<file path="config.mk">
export PLATFORM = sky130hd
export DESIGN_NAME = tension_alarm_adaptive_baseline_top
export DESIGN_NICKNAME = d
export VERILOG_FILES = /design/src/rtl/taab_pkg.sv /design/src/rtl/tension_alarm_adaptive_baseline_top.sv /design/src/rtl/taab_track.sv
export SDC_FILE = /design/constraint.sdc
export NUM_CORES = 1
export LEC_CHECK = 0
export BUFFER_PORTS_ARGS = -buffer_cell sky130_fd_sc_hd__buf_2
export CAP_MARGIN = 25
export CORE_MARGIN = 2
export CORE_UTILIZATION = 55
export DETAILED_ROUTE_END_ITERATION = 8
export MAX_ROUTING_LAYER = met4
export PLACE_DENSITY_LB_ADDON = 0.25
export SLEW_MARGIN = 0
export SYNTH_ARGS = -nofsm -noshare
export SYNTH_HDL_FRONTEND = slang
export SYNTH_HIERARCHICAL = 1
export SYNTH_SLANG_ARGS = --single-unit
</file>
<file path="constraint.sdc">
create_clock -name i_clk -period 9.94 [get_ports i_clk]
set_input_delay 0.994 -clock i_clk [delete_from_list [all_inputs] [get_ports i_clk]]
set_output_delay 0.994 -clock i_clk [all_outputs]
set_load 0.03 [all_outputs]
</file>
<file path="src/rtl/taab_pkg.sv">
// Shared types and constants of the tension alarm with adaptive baseline.
`default_nettype none

package taab_pkg;

    // Input command codes.
    typedef enum logic [1:0] {
        CMD_SAMPLE = 2'd0,
        CMD_TICK   = 2'd1,
        CMD_START  = 2'd2
    } t_cmd;

    // Operating phase.
    typedef enum logic [1:0] {
        PH_WAIT  = 2'd0,
        PH_CALIB = 2'd1,
        PH_CHECK = 2'd2
    } t_phase;

    // Configuration register indexes.
    localparam int CFG_IDX_W  = 2;
    localparam int CFG_DATA_W = 16;
    typedef enum logic [CFG_IDX_W-1:0] {
        CFG_LIMIT_MARGIN = 2'd0,
        CFG_DRIFT_PAIRS  = 2'd1,
        CFG_HOLD_TICKS   = 2'd2
    } t_cfg_idx;

    // Configuration field widths and reset values.
    localparam int          MARGIN_W         = 8;
    localparam int          PAIRS_W          = 8;
    localparam int          HOLD_W           = 16;
    localparam logic [7:0]  MARGIN_RESET     = 8'd50;
    localparam logic [7:0]  PAIRS_RESET      = 8'd8;
    localparam logic [15:0] HOLD_RESET       = 16'd100;

    // Calibration uses 32 points, so the count is 5 bits and the sum shifts by 5.
    localparam int         CALIB_CNT_W = 5;
    localparam logic [4:0] CALIB_LAST  = 5'd31;

    // Four samples per point.
    localparam int         GROUP_SHIFT = 2;
    localparam logic [1:0] GROUP_LAST  = 2'd3;

    // Four consecutive excursions raise the alarm.
    localparam logic [3:0] HIST_ALL_OUT = 4'hF;
    localparam logic [3:0] HIST_ALL_IN  = 4'h0;

    // Strobes from the front end to the baseline tracker.
    typedef struct packed {
        logic point_chk;  // a point arrived in the check phase
        logic load_base;  // calibration finished, load the averaged baseline
        logic tick;       // timer tick
    } t_trk_ctl;

endpackage

`default_nettype wire

</file>
<file path="src/rtl/tension_alarm_adaptive_baseline_top.sv">
// Top level of the tension alarm with adaptive baseline tracking.
// A result is valid in the cycle after its input transaction is accepted.
// One transaction per cycle while the receiver takes each result; an item goes straight into the result register.
// Input is taken when the result register is empty or its result is taken that cycle.
// Reset (synchronous, active low): all state but the result payload clears, phase returns to
// waiting, and the configuration registers load margin 50, drift pairs 8 and hold ticks 100.
`default_nettype none

module tension_alarm_adaptive_baseline_top #(
    parameter int SAMPLE_BITS = 10
) (
    input  wire logic                               i_clk,
    input  wire logic                               i_rst_n,
    // Input channel
    input  wire logic                               i_in_valid,
    output logic                                    o_in_ready,
    input  wire logic [1:0]                         i_command,
    input  wire logic [SAMPLE_BITS-1:0]             i_sample_value,
    // Result channel
    output logic                                    o_out_valid,
    input  wire logic                               i_out_ready,
    output logic                                    o_point_valid,
    output logic [SAMPLE_BITS-1:0]                  o_point_value,
    output logic [1:0]                              o_phase,
    output logic                                    o_alarm,
    output logic [SAMPLE_BITS-1:0]                  o_baseline,
    output logic [SAMPLE_BITS-1:0]                  o_lower_limit,
    output logic [SAMPLE_BITS-1:0]                  o_upper_limit,
    // Configuration write channel
    input  wire logic                               i_cfg_valid,
    output logic                                    o_cfg_ready,
    input  wire logic [taab_pkg::CFG_IDX_W-1:0]     i_cfg_index,
    input  wire logic [taab_pkg::CFG_DATA_W-1:0]    i_cfg_data
);
    import taab_pkg::*;

    localparam int SB    = SAMPLE_BITS;
    localparam int GSW   = SAMPLE_BITS + GROUP_SHIFT;
    localparam int CSW   = SAMPLE_BITS + CALIB_CNT_W;

    // Configuration registers.
    logic [7:0]  r_limit_margin;
    logic [7:0]  r_drift_pairs;
    logic [15:0] r_hold_ticks;

    // Front-end state.
    logic [GSW-1:0]         r_group_sum,   n_group_sum;
    logic [1:0]             r_group_count, n_group_count;
    logic [CSW-1:0]         r_calib_sum,   n_calib_sum;
    logic [CALIB_CNT_W-1:0] r_calib_count, n_calib_count;
    logic [SB-1:0]          r_last_point,  n_last_point;
    t_phase                 r_phase,       n_phase;

    // Result register.
    logic          r_out_valid;
    logic          r_point_valid;
    logic [SB-1:0] r_point_value;
    t_phase        r_out_phase;
    logic          r_alarm;
    logic [SB-1:0] r_baseline;
    logic [SB-1:0] r_lower;
    logic [SB-1:0] r_upper;

    logic           in_acc;
    t_cmd           cmd;
    logic [GSW-1:0] group_add;
    logic [SB-1:0]  point;
    logic           point_done;
    logic [CSW-1:0] calib_add;
    logic           calib_done;
    logic           in_calib;
    logic           in_check;
    t_trk_ctl       trk_ctl;
    logic           alarm_nxt;
    logic [SB-1:0]  base_nxt;
    logic [SB-1:0]  low_nxt;
    logic [SB-1:0]  high_nxt;

    // Handshakes: the result register empties or is being taken.
    assign o_in_ready  = !r_out_valid || i_out_ready;
    assign o_cfg_ready = 1'b1;
    assign in_acc      = i_in_valid && o_in_ready;

    // Point averaging and calibration sums.
    assign cmd        = t_cmd'(i_command);
    assign group_add  = r_group_sum + GSW'(i_sample_value);
    assign point      = group_add[GSW-1:GROUP_SHIFT];
    assign point_done = in_acc && (cmd == CMD_SAMPLE) && (r_group_count == GROUP_LAST);
    assign calib_add  = r_calib_sum + CSW'(point);
    assign calib_done = point_done && in_calib && (r_calib_count == CALIB_LAST);

    // Phase next state.
    always_comb begin
        n_phase = r_phase;
        if (in_acc && (cmd == CMD_START)) begin
            n_phase = PH_CALIB;
        end else if (calib_done) begin
            n_phase = PH_CHECK;
        end
    end

    // Phase decoded outputs.
    always_comb begin
        in_calib = 1'b0;
        in_check = 1'b0;
        case (r_phase)
            PH_CALIB: in_calib = 1'b1;
            PH_CHECK: in_check = 1'b1;
            default:  ;
        endcase
    end

    // Group and calibration accumulator updates.
    always_comb begin
        n_group_sum   = r_group_sum;
        n_group_count = r_group_count;
        n_calib_sum   = r_calib_sum;
        n_calib_count = r_calib_count;
        n_last_point  = r_last_point;
        if (in_acc) begin
            case (cmd)
                CMD_SAMPLE: begin
                    if (r_group_count == GROUP_LAST) begin
                        n_group_sum   = '0;
                        n_group_count = '0;
                        n_last_point  = point;
                        if (in_calib) begin
                            if (r_calib_count == CALIB_LAST) begin
                                n_calib_sum   = '0;
                                n_calib_count = '0;
                            end else begin
                                n_calib_sum   = calib_add;
                                n_calib_count = r_calib_count + CALIB_CNT_W'(1);
                            end
                        end
                    end else begin
                        n_group_sum   = group_add;
                        n_group_count = r_group_count + 2'd1;
                    end
                end
                CMD_START: begin
                    n_calib_sum   = '0;
                    n_calib_count = '0;
                end
                default: ;
            endcase
        end
    end

    // Strobes to the tracker.
    always_comb begin
        trk_ctl.point_chk = point_done && in_check;
        trk_ctl.load_base = calib_done;
        trk_ctl.tick      = in_acc && (cmd == CMD_TICK);
    end

    taab_track #(
        .SAMPLE_BITS (SAMPLE_BITS)
    ) u_track (
        .i_clk          (i_clk),
        .i_rst_n        (i_rst_n),
        .i_ctl          (trk_ctl),
        .i_point        (point),
        .i_calib_base   (calib_add[CSW-1:CALIB_CNT_W]),
        .i_limit_margin (r_limit_margin),
        .i_drift_pairs  (r_drift_pairs),
        .i_hold_ticks   (r_hold_ticks),
        .o_alarm_nxt    (alarm_nxt),
        .o_base_nxt     (base_nxt),
        .o_low_nxt      (low_nxt),
        .o_high_nxt     (high_nxt)
    );

    // Configuration writes; an index beyond the register list is ignored.
    always_ff @(posedge i_clk) begin
        if (!i_rst_n) begin
            r_limit_margin <= MARGIN_RESET;
            r_drift_pairs  <= PAIRS_RESET;
            r_hold_ticks   <= HOLD_RESET;
        end else if (i_cfg_valid && o_cfg_ready) begin
            case (t_cfg_idx'(i_cfg_index))
                CFG_LIMIT_MARGIN: r_limit_margin <= i_cfg_data[MARGIN_W-1:0];
                CFG_DRIFT_PAIRS:  r_drift_pairs  <= i_cfg_data[PAIRS_W-1:0];
                CFG_HOLD_TICKS:   r_hold_ticks   <= i_cfg_data[HOLD_W-1:0];
                default:          ;
            endcase
        end
    end

    // Front-end state registers.
    always_ff @(posedge i_clk) begin
        if (!i_rst_n) begin
            r_group_sum   <= '0;
            r_group_count <= '0;
            r_calib_sum   <= '0;
            r_calib_count <= '0;
            r_last_point  <= '0;
            r_phase       <= PH_WAIT;
        end else begin
            r_group_sum   <= n_group_sum;
            r_group_count <= n_group_count;
            r_calib_sum   <= n_calib_sum;
            r_calib_count <= n_calib_count;
            r_last_point  <= n_last_point;
            r_phase       <= n_phase;
        end
    end

    // Result register valid flag.
    always_ff @(posedge i_clk) begin
        if (!i_rst_n) begin
            r_out_valid <= 1'b0;
        end else if (in_acc) begin
            r_out_valid <= 1'b1;
        end else if (i_out_ready) begin
            r_out_valid <= 1'b0;
        end
    end

    // Result register payload: state as it stands after this transaction.
    always_ff @(posedge i_clk) begin
        if (in_acc) begin
            r_point_valid <= point_done;
            r_point_value <= n_last_point;
            r_out_phase   <= n_phase;
            r_alarm       <= alarm_nxt;
            r_baseline    <= base_nxt;
            r_lower       <= low_nxt;
            r_upper       <= high_nxt;
        end
    end

    assign o_out_valid   = r_out_valid;
    assign o_point_valid = r_point_valid;
    assign o_point_value = r_point_value;
    assign o_phase       = r_out_phase;
    assign o_alarm       = r_alarm;
    assign o_baseline    = r_baseline;
    assign o_lower_limit = r_lower;
    assign o_upper_limit = r_upper;

endmodule

`default_nettype wire

</file>
<file path="src/rtl/taab_track.sv">
// Baseline, limit, drift and alarm tracking for the tension alarm.
`default_nettype none

module taab_track #(
    parameter int SAMPLE_BITS = 10
) (
    input  wire logic                      i_clk,
    input  wire logic                      i_rst_n,
    input  wire taab_pkg::t_trk_ctl        i_ctl,
    input  wire logic [SAMPLE_BITS-1:0]    i_point,
    input  wire logic [SAMPLE_BITS-1:0]    i_calib_base,
    input  wire logic [7:0]                i_limit_margin,
    input  wire logic [7:0]                i_drift_pairs,
    input  wire logic [15:0]               i_hold_ticks,
    output logic                           o_alarm_nxt,
    output logic [SAMPLE_BITS-1:0]         o_base_nxt,
    output logic [SAMPLE_BITS-1:0]         o_low_nxt,
    output logic [SAMPLE_BITS-1:0]         o_high_nxt
);
    import taab_pkg::*;

    localparam int                   SB   = SAMPLE_BITS;
    localparam int                   SW   = SAMPLE_BITS + 1;
    localparam logic [SB-1:0]        SMAX = {SB{1'b1}};

    // Lower limit: baseline minus margin, saturating at zero.
    function automatic logic [SB-1:0] f_low(input logic [SB-1:0] b, input logic [7:0] m);
        logic [SW-1:0] bw;
        logic [SW-1:0] mw;
        bw = {1'b0, b};
        mw = SW'(m);
        f_low = (bw > mw) ? SB'(bw - mw) : '0;
    endfunction

    // Upper limit: baseline plus margin, clamped to the sample range.
    function automatic logic [SB-1:0] f_high(input logic [SB-1:0] b, input logic [7:0] m);
        logic [SW-1:0] sum;
        sum = {1'b0, b} + SW'(m);
        f_high = (sum > {1'b0, SMAX}) ? SMAX : sum[SB-1:0];
    endfunction

    logic [SB-1:0] r_base,     n_base;
    logic [SB-1:0] r_low,      n_low;
    logic [SB-1:0] r_high,     n_high;
    logic [SB:0]   r_pair_sum, n_pair_sum;
    logic          r_pair_cnt, n_pair_cnt;
    logic [7:0]    r_drift,    n_drift;
    logic [3:0]    r_hist,     n_hist;
    logic [15:0]   r_timer,    n_timer;
    logic          r_alarm,    n_alarm;

    // Next state of the tracker for one transaction.
    always_comb begin
        logic          in_lim;
        logic [SB:0]   psum;
        logic [SB-1:0] avg;
        logic [7:0]    dc;
        logic [SB-1:0] base_dn;
        logic [SB-1:0] base_up;

        n_base     = r_base;
        n_low      = r_low;
        n_high     = r_high;
        n_pair_sum = r_pair_sum;
        n_pair_cnt = r_pair_cnt;
        n_drift    = r_drift;
        n_hist     = r_hist;
        n_timer    = r_timer;
        n_alarm    = r_alarm;

        in_lim  = (i_point >= r_low) && (i_point <= r_high);
        psum    = r_pair_sum + SW'(i_point);
        avg     = psum[SB:1];
        dc      = r_drift + 8'd1;
        base_dn = r_base - SB'(1);
        base_up = r_base + SB'(1);

        // Hold timer counts ticks and saturates.
        if (i_ctl.tick && (r_timer != '1)) begin
            n_timer = r_timer + 16'd1;
        end

        // End of calibration loads a fresh baseline.
        if (i_ctl.load_base) begin
            n_base     = i_calib_base;
            n_low      = f_low(i_calib_base, i_limit_margin);
            n_high     = f_high(i_calib_base, i_limit_margin);
            n_pair_sum = '0;
            n_pair_cnt = 1'b0;
        end

        // Check-phase point: pair averaging, drift tracking and excursion history.
        if (i_ctl.point_chk) begin
            n_hist = {r_hist[2:0], 1'b0};
            if (in_lim) begin
                if (r_pair_cnt) begin
                    if ({1'b0, r_base} > ({1'b0, avg} + SW'(1))) begin
                        n_drift = dc;
                        if (dc >= i_drift_pairs) begin
                            if (r_base != '0) begin
                                n_base = base_dn;
                                n_low  = f_low(base_dn, i_limit_margin);
                                if (r_high != '0) begin
                                    n_high = r_high - SB'(1);
                                end
                            end
                            n_drift = '0;
                        end
                    end else if ({1'b0, avg} > ({1'b0, r_base} + SW'(1))) begin
                        n_drift = dc;
                        if (dc >= i_drift_pairs) begin
                            if (r_base != SMAX) begin
                                n_base = base_up;
                                n_low  = f_low(base_up, i_limit_margin);
                                if (r_high != SMAX) begin
                                    n_high = r_high + SB'(1);
                                end
                            end
                            n_drift = '0;
                        end
                    end
                    n_pair_sum = '0;
                    n_pair_cnt = 1'b0;
                end else begin
                    n_pair_sum = psum;
                    n_pair_cnt = 1'b1;
                end
            end else begin
                n_hist = {r_hist[2:0], 1'b1};
            end

            // Four excursions in a row re-center on the point and raise the alarm.
            if (n_hist == HIST_ALL_OUT) begin
                n_alarm    = 1'b1;
                n_timer    = '0;
                n_base     = i_point;
                n_low      = f_low(i_point, i_limit_margin);
                n_high     = f_high(i_point, i_limit_margin);
                n_pair_sum = '0;
                n_pair_cnt = 1'b0;
                n_drift    = '0;
            end else if ((n_hist == HIST_ALL_IN) && (r_timer > i_hold_ticks)) begin
                n_alarm = 1'b0;
            end
        end
    end

    // Tracker state registers.
    always_ff @(posedge i_clk) begin
        if (!i_rst_n) begin
            r_base     <= '0;
            r_low      <= '0;
            r_high     <= '0;
            r_pair_sum <= '0;
            r_pair_cnt <= 1'b0;
            r_drift    <= '0;
            r_hist     <= '0;
            r_timer    <= '0;
            r_alarm    <= 1'b0;
        end else begin
            r_base     <= n_base;
            r_low      <= n_low;
            r_high     <= n_high;
            r_pair_sum <= n_pair_sum;
            r_pair_cnt <= n_pair_cnt;
            r_drift    <= n_drift;
            r_hist     <= n_hist;
            r_timer    <= n_timer;
            r_alarm    <= n_alarm;
        end
    end

    assign o_alarm_nxt = n_alarm;
    assign o_base_nxt  = n_base;
    assign o_low_nxt   = n_low;
    assign o_high_nxt  = n_high;

endmodule

`default_nettype wire

</file>
==> results of run 1 <==
-- final timing paths --
kind,end,startpoint
max,o_lower_limit[2],i_sample_value[0]
min,r_hold_ticks[12],r_hold_ticks[12]
min reg2reg,r_hold_ticks[12],r_hold_ticks[12]
max reg2reg,o_lower_limit[2],r_group_sum[0]
-- layer usage --
| metal | track usage (%) | up-vias | share of wire [%] |
|---|---|---|---|
| met2 | 52.5 | 656 | 45 |
| met3 | 5.20 | 101 | 8.1 |
| li1 | - | 6748 | - |
| met4 | 12.0 | 0 | 3.2 |
| met1 | 45.5 | 6770 | 44 |
| met5 | - | - | 0 |
-- flip-flops by register name (all words and copies together) (netlist names), 2 cells and up --
signal and cells:
o_phase 2, o_baseline 10, o_upper_limit 10, r_group_sum 12, u_track/r_base 10, r_hold_ticks 16
u_track/r_hist 3, u_track/r_pair_sum 11, u_track/r_low 10, r_drift_pairs 8, r_calib_count 5, r_group_count 2
u_track/r_timer 16, r_phase 2, u_track/r_drift 8, u_track/r_high 10, o_point_value 10, r_limit_margin 8
r_last_point 10, o_lower_limit 10, r_calib_sum 15
-- cells in the final DEF, fill, tap and decap left out, types with 12 or more instances in the layout --
cell / n
clkbuf_16: 17
a21o_1: 30
xnor2_1: 59
o21ai_0: 65
nor4_1: 13
nor2_1: 164
nor2b_1: 22
ha_1: 150
dfxtp_1: 149
o21a_1: 18
a22oi_1: 22
a31oi_1: 16
mux2i_1: 31
edfxtp_1: 44
buf_4: 27
xor2_1: 37
and2_1: 34
buf_2: 80
a21oi_1: 145
inv_1: 107
a211oi_1: 23
nand2_1: 157
or4_1: 12
nand3_1: 74
nor3_1: 48
o211ai_1: 21
nand2b_1: 20
and3_1: 16
nand4_1: 29
-- final cells by class --
type	count	area (um2)	area share, %
well taps	341	427	2.61
clock inverters	14	173	1.06
clock buffers	18	439	2.69
flip-flops and latches	193	4300	26.3
multi-input cells	1434	9940	60.8
diodes	2	5.00	0.0306
inverters	113	424	2.60
repair buffers	109	628	3.84
-- worst min-delay path, stage by stage (launching register included) --
cell and delay, ps:
dfxtp_1 310, nand2_1 50, a21oi_1 50
-- logic make-up (layout without fill, tap and decap cells) --
logic type               Yosys count  count (layout)  synth area share [%]
AND/OR/NAND/NOR                  638             638                  20.9
AO/OA/AOI/OAI                    501             501                  23.2
other                              1               3                0.0250
buffers and inverters            199             254                  5.18
multiplexers                      39              39                  2.74
adder cells (fa/ha/maj)          159             159                  13.7
flip-flops                       193             193                  28.7
XOR/XNOR                          96              96                  5.60
-- power breakdown --
group          internal [mW]  total, mW  switching [mW]
Combinational          0.147      0.433           0.286
Sequential             0.819      0.830          0.0101
Clock                  0.353      0.727           0.374
Total                   1.32       1.99           0.670
==> reports/results.tsv, run 1 <==
stage	metric	value	unit
sta	Final Hold Viols	0	
floorplan	row count	60	
worst_setup_path	number of cells on the critical path	25	
pwr	Leak Pwr	6.79	nW
job	Max-cap violations	0	
synthesis	Post-synth EDFFs	44	
drt	remaining antenna violation count	0	
worst_hold_path	hold depth	2	
finish	Non-Filler Instances	2224	
clock_network	clk root buf	clkbuf_16	
clock_network	setup repair bufs after CTS	0	
worst_setup_path	Worst Setup Start Kind	input port	
drt	total number of vias	14300	
finish	share of layout cells above drive strength 1	10.3	%
floorplan	area of the core	26900	um2
sta	Final Worst Setup Slack	2070	ps
global_routing	global route overflow	0	
global_routing	global-route wire length before repair	73800	um
worst_hold_path	Hold/Removal Path Class	flop to flop	
worst_setup_path	CP most frequent cell	ha_1	
global_routing	overall global routing resource usage	34.0	%
drt	DR WL/cell	21.2	um
global_routing	number of global-route vias before repair	13300	
floorplan	die extent in x	169	um
drt	Initial DRT Pass Iterations	8	
finish	fillcell total	2446	
synthesis	Synth area leader	dfxtp_1	
clock_network	clock buffer count from CTS	17	
worst_setup_path	delay of the slowest critical-path stage	760	ps
synthesis	asr flop ratio synth	0	%
synthesis	count leader, synth	nor2_1	
global_routing	largest net degree at the start of global routing	62	
worst_setup_path	Crit Path Category	input port to flop	
placement	input/output buffers	80	
placement	Inst Count DP	2187	
sta	fin crit share	79.2	%
synthesis	Yosys top cell area share	19.9	%
placement	Post-Place Setup Slack	1720	ps
sta	minimum clock period	7870	ps
finish	Layout area overhead	8.85	%
sta	RSZ-0062 raised after global routing	no	
clock_network	Post-CTS Resized	0	
floorplan	Die ar.	28600	um2
floorplan	I/O Pins	82	
clock_network	worst-skew pair later-pin latency	470	ps
pwr	Final Power	1.99	mW
floorplan	Initial Util	55.8	%
synthesis	Seq/Total Area, Yosys	28.7	%
worst_setup_path	CP top delay family	compound AO/OA/AOI/OAI gates	
synthesis	Yosys reg bits	193	
synthesis	syn nets	2020	
finish	post-route cell area	16300	um2
sta	Fmax	0.127	GHz
worst_setup_path	R2R depth	24	
drt	drt via density	6.42	
sta	pins over their slew limit	0	
worst_setup_path	WP buf/inv	3	
outcome	outcome	complete, no violations	
drt	WL final	47200	um
sta	Hold Worst Slack	457	ps
drt	Initial DRC Count	1695	
pwr	PwrDens	122	nW/um2
clock_network	CTS tree	done	
synthesis	distinct cell type count after synthesis	100	
synthesis	Syn Area/Cell	8.22	um2
worst_setup_path	CP Max Fanout	14	
clock_network	H-tree depth	4	
sta	measured slew at the worst slew-check pin	1120	ps
global_routing	initial antenna violation count	1	
clock_network	clk sinks	193	
placement	DP Area	15700	um2
synthesis	Synth area leaders	dfxtp_1, ha_1, edfxtp_1	
clock_network	Longest Clk Path Bufs	2	
pwr	Peak VDD IR	0.201	mV
finish	final net count	2062	
synthesis	Commonest cells post-synth	nor2_1, nand2_1, ha_1	
finish	Final Util	60.8	%
placement	DP Wirelength	34900	um
worst_setup_path	slowest cell on the critical path	o21ai_2	
sta	Setup Skew	25.4	ps
sta	normalized max-slew margin	24.8	%
drt	DRC	0	
synthesis	Post-Synthesis Cells	1826	
sta	setup TNS	0	ps
worst_setup_path	Req. time, crit path	10160	ps
worst_setup_path	Critical Path End Type	flop	
placement	routability cong.	1.02	
synthesis	synthesized area	15000	um2
clock_network	clk slew on worst S/H paths	90	ps
floorplan	Die H	169	um
worst_setup_path	FF-to-FF setup slack	2400	ps
synthesis	Top FF cell, synth	dfxtp_1	
synthesis	Yosys warning count	6	
clock_network	CTS Hold Bufs	0	
sta	Final setup viols	0	
worst_setup_path	Data arrival, critical path	8090	ps
Note: power is estimated with default switching activity, not from simulation.
==> run 2: changes to the inputs <==
clock period = 8.1 ns   (was 9.94 ns; I/O delays follow)
==> run 2 against run 1 <==
Effect of this change: critical path type unchanged; highest routed layer unchanged; first-iteration DRC count down 17%; critical path depth grew 1; clock power grew 22%; largest cell class unchanged.
==> reports/results.tsv, run 2 (synthesis results as in run 1) <==
stage	metric	value	unit	change
pwr	Leak Pwr	6.83	nW	+0.56%
worst_setup_path	Req. time, crit path	8490	ps	-1670 ps
sta	RSZ-0062 raised after global routing	no		
placement	Post-Place Setup Slack	532	ps	-1180 ps
drt	DRC	0		unchanged
clock_network	clock buffer count from CTS	17		unchanged
global_routing	largest net degree at the start of global routing	45		-27%
drt	Initial DRC Count	1411		-17%
global_routing	overall global routing resource usage	33.8	%	-0.20 points
floorplan	die extent in x	169	um	unchanged
sta	minimum clock period	7270	ps	
placement	input/output buffers	80		unchanged
finish	multi-input logic area	9940	um2	unchanged
global_routing	initial antenna violation count	2		+1
job	Max-cap violations	0		unchanged
sta	pins over their slew limit	0		unchanged
finish	most frequent cells in the layout	nor2_1, nand2_1, ha_1, dfxtp_1, a21oi_1		
finish	fillcell total	2458		+0.49%
drt	drt via density	6.39		-0.46%
clock_network	Longest Clk Path Bufs	2		unchanged
finish	share of layout cells above drive strength 1	10.7	%	+0.43 points
sta	fin crit share	89.8	%	
sta	setup TNS	0	ps	unchanged
global_routing	number of global-route vias before repair	13300		-0.64%
sta	normalized max-slew margin	31.0	%	+6.2 points
sta	measured slew at the worst slew-check pin	1030	ps	-92.0 ps
finish	Non-Filler Instances	2233		+0.40%
drt	total number of vias	14300		-0.056%
drt	DR WL/cell	21.4	um	+0.68%
worst_hold_path	Hold/Removal Path Class	flop to flop		
floorplan	Initial Util	55.8	%	unchanged
global_routing	GRT met1 Usage	44.3	%	-1.2 points
finish	largest registers	r_hold_ticks: 16 flops, u_track/r_timer: 16 flops, r_calib_sum: 15 flops		
clock_network	worst-skew pair later-pin latency	460	ps	about the same
worst_setup_path	Critical Path End Type	flop		
sta	Final Worst Setup Slack	827	ps	-1240 ps
global_routing	global route overflow	0		unchanged
global_routing	GR Util met3	7.86	%	+2.7 points
finish	Layout area overhead	9.26	%	
floorplan	Die ar.	28600	um2	unchanged
global_routing	GR peak layer	met2		
clock_network	clk root buf	clkbuf_16		
floorplan	row count	60		unchanged
sta	Fmax	0.137	GHz	
outcome	outcome	complete, no violations		
sta	Setup Skew	17.4	ps	-8.01 ps
pwr	Final Power	2.44	mW	+23%
worst_setup_path	Data arrival, critical path	7660	ps	-430 ps
worst_setup_path	Crit Path Category	input port to flop		
clock_network	setup repair bufs after CTS	0		unchanged
pwr	Peak VDD IR	0.103	mV	-49%
worst_setup_path	Worst Setup Start Kind	input port		
floorplan	Die H	169	um	unchanged
finish	commonest non-fill, non-tap cell in the layout	nor2_1		
finish	FF/Latch Area	4300	um2	unchanged
finish	final net count	2071		+0.44%
drt	WL final	47700	um	+1.1%
clock_network	CTS tree	done		
floorplan	I/O Pins	82		unchanged
drt	remaining antenna violation count	0		unchanged
worst_setup_path	CP Max Fanout	11		-3
sta	Hold Worst Slack	458	ps	+1.78 ps
clock_network	clk sinks	193		unchanged
placement	routability cong.	1.00		-1.6%
floorplan	area of the core	26900	um2	unchanged
placement	Inst Count DP	2199		+0.55%
sta	Final setup viols	0		unchanged
clock_network	clk slew on worst S/H paths	90	ps	about the same
sta	Final Hold Viols	0		unchanged
pwr	PwrDens	149	nW/um2	+22%
global_routing	M2 GR Usage	51.1	%	-1.4 points
drt	Initial DRT Pass Iterations	8		unchanged
clock_network	Post-CTS Resized	0		unchanged
global_routing	global-route wire length before repair	72900	um	-1.1%
clock_network	H-tree depth	4		unchanged
placement	DP Wirelength	36000	um	+3.3%
clock_network	CTS Hold Bufs	0		unchanged
[run 2: cell count changes in the layout (fill, tap and decap cells not counted)]
cell	change
buf_12	-1
buf_4	+11
clkbuf_2	-1
clkbuf_8	-1
clkinv_2	+1
clkinv_4	+1
clkinv_8	+4
inv_12	-1
inv_8	-4
[run 2: cell type report]
class                   instances  area share (%)
repair buffers                118            4.18
well taps                     341            2.60
multi-input cells            1434            60.6
clock buffers                  17            2.59
clock inverters                15            1.16
diodes                          2          0.0305
flip-flops and latches        193            26.2
inverters                     113            2.59
[run 2: worst paths after layout]
path	slack (ps)	to	start	depth (start not counted)
setup / recovery	830	u_track/r_low[1]	i_sample_value[0]	26
hold / removal	460	r_hold_ticks[13]	r_hold_ticks[13]	2
setup reg to reg	970	u_track/r_low[1]	r_group_sum[0]	25
hold reg to reg	460	r_hold_ticks[13]	r_hold_ticks[13]	2
[run 2: critical path, cell delays in order]
cell       delay, ps
buf_2            100
ha_1             210
fa_1             440
a211oi_2         240
o21bai_2         140
a2111oi_4        420
nor3_2           100
nor2_1           340
ha_1             420
a211oi_1         320
nand3b_1         120
o221ai_1         550
nand3_1          220
nor3_1           260
xnor2_1          150
ha_1             260
nand3_1          110
nor3_1            60
a21o_1           150
a31oi_1          300
o41a_1           650
mux2i_4          470
o21ai_2          150
buf_4            200
o211ai_1         270
and2_1           170
[run 2: where the power goes]
group	internal, mW	switching [mW]	leakage, nW
sequential	1.01	0.0128	1.64
clock	0.423	0.461	0.297
combinational	0.183	0.356	4.88
total	1.61	0.830	6.82
[run 2: layer usage]
| layer | routed length [um] | share of wire (%) |
|---|---|---|
| met5 | 0 | 0 |
| met4 | 1600 | 3.4 |
| met3 | 4470 | 9.4 |
| met2 | 21000 | 44 |
| met1 | 20600 | 43 |
[run 2: stage by stage]
stage / instance area, um2 / utilization [%]
final: 16400 / 61.0
after global routing: 16400 / 61.0
after CTS: 16400 / 61.0
after detailed placement: 15800 / 58.7
after global placement: 15800 / 58.6
after floorplan: 15000 / -
==> run 3: changes to the inputs <==
CAP_MARGIN = 20   (was 25)
CTS_BUF_LIST = sky130_fd_sc_hd__clkbuf_16   (was unset)
==> run 3 against run 2 <==
Effect of this change: cell count hardly changed; worst setup slack worse by 8.9 ps; hold slack worse by 2.1 ps; power shrank 0.18%; maximum frequency shrank 0.12%; largest cell class unchanged; critical path depth fell by 1; wire length down 0.39%; core utilization shrank 0.061 points; non-clock buffer count shrank 1.
==> reports/results.tsv, run 3 (synthesis results as in run 1) <==
stage	metric	value	unit	change
finish	Layout area overhead	9.15	%	about the same
placement	DP Wirelength	36100	um	about the same
clock_network	clk root buf	clkbuf_16		
pwr	Peak VDD IR	0.118	mV	+14%
placement	input/output buffers	80		unchanged
clock_network	clk slew on worst S/H paths	90	ps	about the same
clock_network	clk sinks	193		unchanged
global_routing	largest net degree at the start of global routing	45		unchanged
worst_setup_path	CP Max Fanout	11		unchanged
worst_setup_path	WP buf/inv	3		+1
sta	measured slew at the worst slew-check pin	1110	ps	+80.7 ps
global_routing	number of global-route vias before repair	13300		+0.53%
worst_setup_path	Crit Path Category	input port to flop		
finish	largest registers	r_hold_ticks: 16 flops, u_track/r_timer: 16 flops, r_calib_sum: 15 flops		
global_routing	initial antenna violation count	1		-1
drt	DRC	0		unchanged
sta	RSZ-0062 raised after global routing	no		
drt	total number of vias	14400		+0.73%
worst_setup_path	Worst Setup Start Kind	input port		
sta	Setup Skew	16.6	ps	-0.789 ps
worst_setup_path	Data arrival, critical path	7670	ps	about the same
floorplan	row count	60		unchanged
worst_setup_path	slowest cell on the critical path	o41a_1		
pwr	PwrDens	149	nW/um2	about the same
finish	Final Util	60.9	%	about the same
drt	drt via density	6.44		+0.77%
clock_network	Longest Clk Path Bufs	2		unchanged
placement	routability cong.	1.00		unchanged
worst_setup_path	delay of the slowest critical-path stage	640	ps	about the same
sta	setup TNS	0	ps	unchanged
global_routing	overall global routing resource usage	33.9	%	+0.12 points
worst_setup_path	Req. time, crit path	8490	ps	about the same
drt	Initial DRC Count	1562		+11%
global_routing	global-route wire length before repair	73600	um	+0.92%
floorplan	I/O Pins	82		unchanged
sta	Final Hold Viols	0		unchanged
floorplan	area of the core	26900	um2	unchanged
clock_network	worst-skew pair later-pin latency	450	ps	about the same
sta	fin crit share	89.9	%	+0.11 points
drt	remaining antenna violation count	0		unchanged
worst_setup_path	Critical Path End Type	flop		
outcome	outcome	complete, no violations		
clock_network	Post-CTS Resized	0		unchanged
job	Max-cap violations	0		unchanged
clock_network	H-tree depth	4		unchanged
clock_network	clock buffer count from CTS	17		unchanged
finish	share of layout cells above drive strength 1	10.6	%	-0.10 points
sta	normalized max-slew margin	26.1	%	-5.0 points
floorplan	Initial Util	55.8	%	unchanged
floorplan	Die ar.	28600	um2	unchanged
worst_setup_path	CP top delay family	compound AO/OA/AOI/OAI gates		
clock_network	CTS tree	done		
sta	Hold Worst Slack	456	ps	-2.06 ps
finish	commonest non-fill, non-tap cell in the layout	nor2_1		
pwr	Leak Pwr	6.82	nW	about the same
worst_hold_path	Hold/Removal Path Class	flop to flop		
finish	final net count	2070		-0.048%
floorplan	Die H	169	um	unchanged
drt	DR WL/cell	21.3	um	-0.35%
sta	Fmax	0.137	GHz	-0.12%
sta	Final setup viols	0		unchanged
finish	most frequent cells in the layout	nor2_1, nand2_1, ha_1, dfxtp_1, a21oi_1		
clock_network	setup repair bufs after CTS	0		unchanged
floorplan	die extent in x	169	um	unchanged
drt	Initial DRT Pass Iterations	7		-1
drt	WL final	47500	um	-0.39%
global_routing	global route overflow	0		unchanged
sta	minimum clock period	7280	ps	+8.92 ps
sta	pins over their slew limit	0		unchanged
clock_network	CTS Hold Bufs	0		unchanged
==> run 3: cell types whose count changed in the layout (fill, tap and decap cells not counted) <==
cell and delta:
clkinv_1 +1, clkinv_2 -1, inv_6 -1, clkinv_8 -2, inv_8 +3, buf_4 -1
==> run 3: worst paths after layout <==
| path | start | end | slack [ps] | depth (start not counted) |
|---|---|---|---|---|
| worst max register to register | r_group_sum[2] | u_track/r_low[1] | 970 | 24 |
| worst max-delay path | i_sample_value[2] | u_track/r_low[1] | 820 | 25 |
| worst min-delay path | r_hold_ticks[13] | r_hold_ticks[13] | 460 | 2 |
| worst min register to register | r_hold_ticks[13] | r_hold_ticks[13] | 460 | 2 |
==> run 3: final cells by class <==
| class | count | area, um2 |
|---|---|---|
| antenna | 2 | 5.00 |
| clock buffer | 17 | 425 |
| clock inverter | 15 | 181 |
| fill | 2450 | 10500 |
| inverter | 113 | 424 |
| multi-input combinational | 1434 | 9940 |
| sequential | 193 | 4300 |
| tap | 341 | 427 |
| timing repair buffer | 117 | 678 |
==> run 3: worst reg2reg max path, stage by stage (launching register included) <==
cell      delay (ps)
dfxtp_1          320
ha_1             360
a21oi_1          210
nand2_1          110
a21oi_1          300
o21ai_1          150
xnor2_1          350
inv_1            400
ha_1             510
a2111o_1         390
o21ai_1          290
xor2_1           510
nor2_1           140
xnor2_1          150
ha_1             300
a21o_1           120
a21oi_1           80
a21o_1           160
a31oi_1          300
o41a_1           640
mux2i_4          470
o21ai_2          160
buf_4            200
o211ai_1         260
and2_1           170
==> run 3: through the flow <==
| stage | cell area, um2 | total power, mW | setup slack (ps) | cells |
|---|---|---|---|---|
| after global placement | 15800 | 1.56 | 646 | 2197 |
| after global routing | 16400 | 2.53 | 406 | 2231 |
| after floorplan | 15000 | 1.39 | 1420 | 1826 |
| final | 16400 | 2.44 | 818 | 2232 |
| after CTS | 16400 | 2.44 | 988 | 2229 |
| after detailed placement | 15800 | 1.56 | 553 | 2197 |
==> run 3: power breakdown <==
part | internal [mW] | leakage [nW] | switching [mW] | total, mW
combinational | 0.183 | 4.88 | 0.354 | 0.537
clock | 0.423 | 0.295 | 0.459 | 0.882
sequential | 1.01 | 1.64 | 0.0124 | 1.02
total | 1.61 | 6.82 | 0.826 | 2.44
==> run 3: metal layers <==
| metal | track usage (%) | vias to the layer above | wire, um |
|---|---|---|---|
| met1 | 45.7 | 6792 | 20600 |
| met4 | 12.7 | 0 | 1900 |
| met2 | 51.4 | 688 | 20700 |
| li1 | - | 6766 | - |
| met3 | 5.55 | 125 | 4320 |
| met5 | - | - | 0 |
